<file path="config.mk">
export PLATFORM = sky130hd
export DESIGN_NAME = vgvs_nbr_unit
export DESIGN_NICKNAME = d
export VERILOG_FILES = /design/src/hw/rtl/vgvs_pkg.sv /design/src/hw/rtl/vgvs_nbr_unit.sv
export SDC_FILE = /design/constraint.sdc
export NUM_CORES = 1
export LEC_CHECK = 0
export BUFFER_PORTS_ARGS = -buffer_cell sky130_fd_sc_hd__buf_2
export CAP_MARGIN = 20
export CORE_MARGIN = 3
export CORE_UTILIZATION = 30
export DETAILED_ROUTE_END_ITERATION = 10
export GPL_ROUTABILITY_DRIVEN = 0
export GPL_TIMING_DRIVEN = 0
export PLACE_DENSITY_LB_ADDON = 0.08
export SYNTH_ARGS = -nofsm -noshare
export SYNTH_HDL_FRONTEND = slang
export SYNTH_SLANG_ARGS = --single-unit
</file>
<file path="constraint.sdc">
create_clock -name vclk -period 3.6
set_clock_uncertainty 0.15 [all_clocks]
set_input_delay 0.36 -clock vclk [all_inputs]
set_output_delay 0.36 -clock vclk [all_outputs]
set_load 0.01 [all_outputs]
</file>
<file path="src/hw/rtl/vgvs_pkg.sv">
// ----------------------------------------------------------------------------
// vgvs_pkg
// Shared constants for the voxel grid visibility store: operation codes,
// neighbour step codes and stream field layout.
// ----------------------------------------------------------------------------
`default_nettype none

package vgvs_pkg;

    localparam int GRID_BITS_DEF  = 4;
    localparam int KIND_WIDTH_DEF = 8;

    localparam int OP_W   = 2;
    localparam int POS_W  = 4;
    localparam int KIND_W = 8;

    localparam logic [OP_W-1:0] OP_PLACE  = 2'd0;
    localparam logic [OP_W-1:0] OP_DELETE = 2'd1;
    localparam logic [OP_W-1:0] OP_QUERY  = 2'd2;

    localparam int S_OP_LSB   = 0;
    localparam int S_X_LSB    = S_OP_LSB + OP_W;
    localparam int S_Y_LSB    = S_X_LSB + POS_W;
    localparam int S_Z_LSB    = S_Y_LSB + POS_W;
    localparam int S_KIND_LSB = S_Z_LSB + POS_W;
    localparam int S_USED_W   = S_KIND_LSB + KIND_W;
    localparam int S_TDATA_W  = ((S_USED_W + 7) / 8) * 8;

    localparam int M_USED_W  = 1 + KIND_W + 1;
    localparam int M_TDATA_W = ((M_USED_W + 7) / 8) * 8;
    localparam int M_PAD_W   = M_TDATA_W - M_USED_W;

    localparam int NB_SEL_W = 3;
    localparam logic [NB_SEL_W-1:0] NB_CENTRE = 3'd0;
    localparam logic [NB_SEL_W-1:0] NB_XM     = 3'd1;
    localparam logic [NB_SEL_W-1:0] NB_XP     = 3'd2;
    localparam logic [NB_SEL_W-1:0] NB_YM     = 3'd3;
    localparam logic [NB_SEL_W-1:0] NB_YP     = 3'd4;
    localparam logic [NB_SEL_W-1:0] NB_ZM     = 3'd5;
    localparam logic [NB_SEL_W-1:0] NB_ZP     = 3'd6;
    localparam logic [NB_SEL_W-1:0] NB_END    = 3'd7;

endpackage

`default_nettype wire

</file>
<file path="src/hw/rtl/vgvs_nbr_unit.sv">
// ----------------------------------------------------------------------------
// vgvs_nbr_unit
// Shared neighbour address unit: one increment/decrement on the selected
// axis, grid bound check from the carry, and the packed cell address.
// ----------------------------------------------------------------------------
`default_nettype none

module vgvs_nbr_unit #(
    parameter int GRID_BITS = vgvs_pkg::GRID_BITS_DEF
) (
    input  wire logic [GRID_BITS-1:0]          base_x,
    input  wire logic [GRID_BITS-1:0]          base_y,
    input  wire logic [GRID_BITS-1:0]          base_z,
    input  wire logic [vgvs_pkg::NB_SEL_W-1:0] sel,
    output logic      [3*GRID_BITS-1:0]        addr,
    output logic                               in_grid
);
    import vgvs_pkg::*;

    logic [GRID_BITS-1:0] axis_val;
    logic [GRID_BITS:0]   delta;
    logic [GRID_BITS:0]   sum;
    logic [1:0]           axis;
    logic [GRID_BITS-1:0] nx, ny, nz;

    always_comb begin
        unique case (sel)
            NB_XM:   begin axis = 2'd0; delta = '1; end
            NB_XP:   begin axis = 2'd0; delta = (GRID_BITS+1)'(1); end
            NB_YM:   begin axis = 2'd1; delta = '1; end
            NB_YP:   begin axis = 2'd1; delta = (GRID_BITS+1)'(1); end
            NB_ZM:   begin axis = 2'd2; delta = '1; end
            NB_ZP:   begin axis = 2'd2; delta = (GRID_BITS+1)'(1); end
            default: begin axis = 2'd0; delta = '0; end
        endcase
    end

    always_comb begin
        unique case (axis)
            2'd1:    axis_val = base_y;
            2'd2:    axis_val = base_z;
            default: axis_val = base_x;
        endcase
    end

    assign sum     = {1'b0, axis_val} + delta;
    assign in_grid = ~sum[GRID_BITS];

    always_comb begin
        nx = base_x;
        ny = base_y;
        nz = base_z;
        unique case (axis)
            2'd1:    ny = sum[GRID_BITS-1:0];
            2'd2:    nz = sum[GRID_BITS-1:0];
            default: nx = sum[GRID_BITS-1:0];
        endcase
    end

    assign addr = {nz, ny, nx};

endmodule

`default_nettype wire

</file>
==> qor.yml, run 1 <==
status:
  status: "finished clean"
route:
  num_vias: 633
  vias_per_cell: 4.91
  postRouteAntennaNets: 0
  drt_iter0_markers: 2
  drcViolationCount: 0
  routedWlPerCell_um: 10.7
  finalWirelength_um: 1380
  dr.pass1.iters: 2
global_route:
  grt_max_degree: 11
  overflow: 0
  grt_pass1_vias: 564
  grt_usage: 0.115
  antenna_found_initial: 0
  grt_pass1_wl_um: 2370
timing:
  relSlewSlack: 0.698
  finalMaxSlewViolations: 0
  tns_ns: 0
  min_period_over_period: 0.922
  max_slew.worst_pin.slew_ns: 0.453
  min_period_ns: 3.32
  finalHoldViolCount: 0
  rsz0062_at_grt: "no"
  setup_viol: 0
  fmax_mhz: 301
worst_setup_path:
  crit_cells: 14
  slowest_delay_ns: 0.39
  crit_type: "in -> out"
  cp_max_fo: 10
  crit_buf_inv: 5
  end_kind: "output pin"
  cp_top_family: "adder cells"
  critical_path.cell_chain: "buf_2 -> xor2_1 -> and2_1 -> inv_1 -> ha_1 -> buf_4 -> o21ai_0 -> ha_1 -> inv_1 -> fa_1 -> nand2b_1 -> a21oi_1 -> xnor2_1 -> buf_2"
  crit_required_ns: 3.09
  start_kind: "input port"
  cpMaxStageDelayCell: "fa_1"
  startpoint: "sel[1]"
  cp.arrival_ns: 2.81
yosys:
  synth_cell_types: 26
  netlist_instances: 77
  synth_common_cells: "nand2_1, inv_1, ha_1, mux2_2, nor2_1"
  synthTopCellsByArea: "ha_1, mux2_2, mux2i_1"
  ys_seq_area_frac: 0
  synth.largest_area_cell: "ha_1"
  yosysMostFrequentCell: "nand2_1"
  avgSynthCellArea_um2: 7.28
  yosysWarnings: 0
  synth.cell_area_um2: 561
  syn_nets: 99
  synth_top_area_frac: 0.134
hold_path:
  hold_class: "in -> out"
  holdPathEnd: "addr[9]"
  hold_depth: 4
  hp-start: "base_z[1]"
power_and_ir_drop:
  p_per_area_nw_per_um2: 243
  finalPower_mw: 0.177
  power.leakage_nw: 0.359
  peakVddDrop_mv: 0.0993
finish:
  drive_gt1_frac: 0.362
  nClkBuffers: 0
  area_growth_pct: 30.4
  seqCellArea_um2: 0
  seq_cells: 0
  fin_area_um2: 731
  num_antenna_cells: 0
  nNetsFinal: 129
placement:
  hpwlAfterDp_um: 1110
  io_buffers: 28
  dpl-instance-area_um2: 731
flow_run:
  maxCapViolCount: 0
floorplan:
  core_area_um2: 1630
  die-width_um: 49.2
  num_rows: 14
  die_h_um: 49.2
  die_area_um2: 2420
  ioPinCount: 28
  start_util: 0.344
clocking:
  postCtsSetupBuffers: 0
  cts-resized-gates: 0
  hold_buffers: 0
power breakdown:
part,switching [mW],internal [mW]
logic,0.0939,0.0834
clock network,0,0
registers,0,0
worst max-delay path by stage:
stage | endpoint
final | in_grid
after global routing | in_grid
after CTS | in_grid
after detailed placement | in_grid
after global placement | in_grid
after floorplan | in_grid
area by class of cell:
| type | count | area [um2] |
|---|---|---|
| fillers | 176 | 898 |
| multi-input cells | 66 | 507 |
| repair buffers | 28 | 140 |
| well taps | 24 | 30.0 |
| plain buffers | 4 | 27.5 |
| inverters | 7 | 26.3 |
cell usage in the layout, fill, tap and decap left out:
| cell type | n |
|---|---|
| a22oi_1 | 4 |
| a311oi_1 | 3 |
| ha_1 | 6 |
| nor2b_1 | 3 |
| nand2b_1 | 1 |
| and3_1 | 1 |
| nand2_1 | 8 |
| nor3_1 | 1 |
| xnor2_1 | 2 |
| nor2_1 | 5 |
| mux2_2 | 6 |
| fa_1 | 1 |
| mux2i_1 | 3 |
| and3b_1 | 3 |
| buf_4 | 3 |
| and2_1 | 1 |
| buf_2 | 29 |
| o21a_1 | 1 |
| nand3b_1 | 3 |
| o21ai_1 | 1 |
| xor2_1 | 1 |
| o211ai_1 | 3 |
| inv_1 | 7 |
| o21ai_0 | 4 |
| nand4b_1 | 3 |
| a21oi_1 | 2 |
cells by family after synthesis:
| kind of cell | share of synthesized area |
|---|---|
| mux | 0.174 |
| fa+ha+maj | 0.170 |
| buf+inv | 0.0960 |
| simple gates | 0.297 |
| xor+xnor | 0.0469 |
| compound gates | 0.217 |
per-layer routing:
| metal | part of all wire | vias to the layer above | track usage |
|---|---|---|---|
| met1 | 0.50 | 274 | 0.168 |
| li1 | - | 337 | - |
| met5 | 0 | - | 0 |
| met2 | 0.43 | 22 | 0.199 |
| met3 | 0.069 | 0 | 0.00306 |
| met4 | 0 | 0 | 0 |
stage by stage:
stage	setup slack, ns	utilization	hold WS [ns]	cells
floorplan	0.684	-	0.692	77
global placement	0.265	0.449	0.897	129
CTS	0.250	0.449	0.900	129
detailed placement	0.243	0.449	0.898	129
finish	0.281	0.449	0.899	129
global route	0.0555	0.449	0.912	129
Note: power is estimated with default switching activity, not from simulation.
==> run 2, diff against run 1 <==
--- a/config.mk
+++ b/config.mk
@@ -12,7 +12,6 @@
 export DETAILED_ROUTE_END_ITERATION = 10
 export GPL_ROUTABILITY_DRIVEN = 0
 export GPL_TIMING_DRIVEN = 0
-export PLACE_DENSITY_LB_ADDON = 0.08
 export SYNTH_ARGS = -nofsm -noshare
 export SYNTH_HDL_FRONTEND = slang
 export SYNTH_SLANG_ARGS = --single-unit
==> qor.yml, run 2 (synthesis results as in run 1) <==
worst_setup_path:
  crit_required_ns: 3.09  # about the same
  crit_type: "in -> out"
  cp_max_fo: 10  # unchanged
  start_kind: "input port"
  startpoint: "sel[1]"
  cp.arrival_ns: 2.78  # -0.03 ns
  end_kind: "output pin"
route:
  finalWirelength_um: 1330  # -3.8%
  postRouteAntennaNets: 0  # unchanged
  drcViolationCount: 0  # unchanged
  num_vias: 624  # -1.4%
  routedWlPerCell_um: 10.3  # -3.8%
  dr.pass1.iters: 4  # +2
  drt_iter0_markers: 6  # +4
  vias_per_cell: 4.84  # -1.4%
placement:
  io_buffers: 28  # unchanged
  hpwlAfterDp_um: 1110  # about the same
floorplan:
  die_area_um2: 2420  # unchanged
  die_h_um: 49.2  # unchanged
  die-width_um: 49.2  # unchanged
  num_rows: 14  # unchanged
  core_area_um2: 1630  # unchanged
  start_util: 0.344  # unchanged
  ioPinCount: 28  # unchanged
finish:
  final_util: 0.449  # unchanged
  nFillCells: 173  # -1.7%
  seq_cells: 0  # unchanged
  nClkBuffers: 0  # unchanged
  nNetsFinal: 129  # unchanged
  multi_input_area_um2: 507  # unchanged
  final_cell_mix: "buf_2, nand2_1, inv_1"
  drive_gt1_frac: 0.362  # unchanged
  num_antenna_cells: 0  # unchanged
  area_growth_pct: 30.4  # unchanged
  layout_commonest_cell: "buf_2"
  seqCellArea_um2: 0  # unchanged
timing:
  min_period_over_period: 0.915  # -0.00701
  fmax_mhz: 304  # +0.77%
  setup_viol: 0  # unchanged
  tns_ns: 0  # unchanged
  min_period_ns: 3.29  # -0.0252 ns
  rsz0062_at_grt: "no"
  max_slew.worst_pin.slew_ns: 0.426  # -0.0272 ns
  finalMaxSlewViolations: 0  # unchanged
  relSlewSlack: 0.716  # +0.0181
  finalHoldViolCount: 0  # unchanged
clocking:
  postCtsSetupBuffers: 0  # unchanged
  cts-resized-gates: 0  # unchanged
  hold_buffers: 0  # unchanged
flow_run:
  maxCapViolCount: 0  # unchanged
power_and_ir_drop:
  power.leakage_nw: 0.359  # unchanged
  pwr-share-clk: 0  # unchanged
  p_sw_mw: 0.0920  # -2.0%
  peakVddDrop_mv: 0.117  # +18%
  intPower_mw: 0.0834  # about the same
  sequentialPowerShare: 0  # unchanged
  p_per_area_nw_per_um2: 240  # -1.1%
  finalPower_mw: 0.175  # -1.1%
  pwr-share-comb: 1.000  # about the same
  swShare: 0.525  # -0.00516
hold_path:
  hp-start: "base_z[0]"
  hold_class: "in -> out"
global_route:
  grt_max_degree: 11  # unchanged
  antenna_found_initial: 0  # unchanged
  overflow: 0  # unchanged
  grt_usage: 0.105  # -0.0101
  grt_pass1_wl_um: 2200  # -7.0%
  grt_pass1_vias: 537  # -4.8%
status:
  status: "finished clean"
## run 2: worst max-delay path: stages
cell and delay [ns]:
buf_2 0.13, xor2_1 0.14, and2_1 0.15, inv_1 0.04, ha_1 0.36, buf_4 0.21, o21ai_0 0.17, ha_1 0.19
inv_1 0.05, fa_1 0.39, nand2b_1 0.16, a21oi_1 0.16, xnor2_1 0.13, buf_2 0.14
## run 2: stage by stage
step,area [um2],worst slack [ns],cells,hold slack [ns]
6_report,731,0.306,129,0.898
3_5_place_dp,731,0.267,129,0.899
3_3_place_gp,731,0.288,129,0.894
4_1_cts,731,0.267,129,0.901
2_1_floorplan,561,0.684,77,0.692
5_1_grt,731,0.0344,129,0.915
## run 2: layout make-up
| type | count | area share |
|---|---|---|
| Timing Repair Buffer | 28 | 0.192 |
| Tap cell | 24 | 0.0411 |
| Inverter | 7 | 0.0360 |
| Buffer | 4 | 0.0377 |
| Multi-Input combinational cell | 66 | 0.693 |
## run 2: path summary, 6_finish.rpt
path	endpoint	slack [ns]	depth (start not counted)
max	in_grid	0.31	14
min	addr[8]	0.90	3
## run 2: power by group through the flow
stage | clock, mW | combinational [mW] | sequential [mW]
2_1_floorplan | 0 | 0.121 | 0
3_3_place_gp | 0 | 0.175 | 0
3_5_place_dp | 0 | 0.177 | 0
4_1_cts | 0 | 0.178 | 0
5_1_grt | 0 | 0.196 | 0
6_report | 0 | 0.175 | 0
## run 2: layer usage
| layer | part of all wire | vias to the layer above | GRT usage |
|---|---|---|---|
| met5 | 0 | - | 0 |
| met4 | 0 | 0 | 0 |
| met3 | 0.065 | 0 | 0.00306 |
| met2 | 0.46 | 20 | 0.185 |
| met1 | 0.48 | 266 | 0.149 |
| li1 | - | 338 | - |
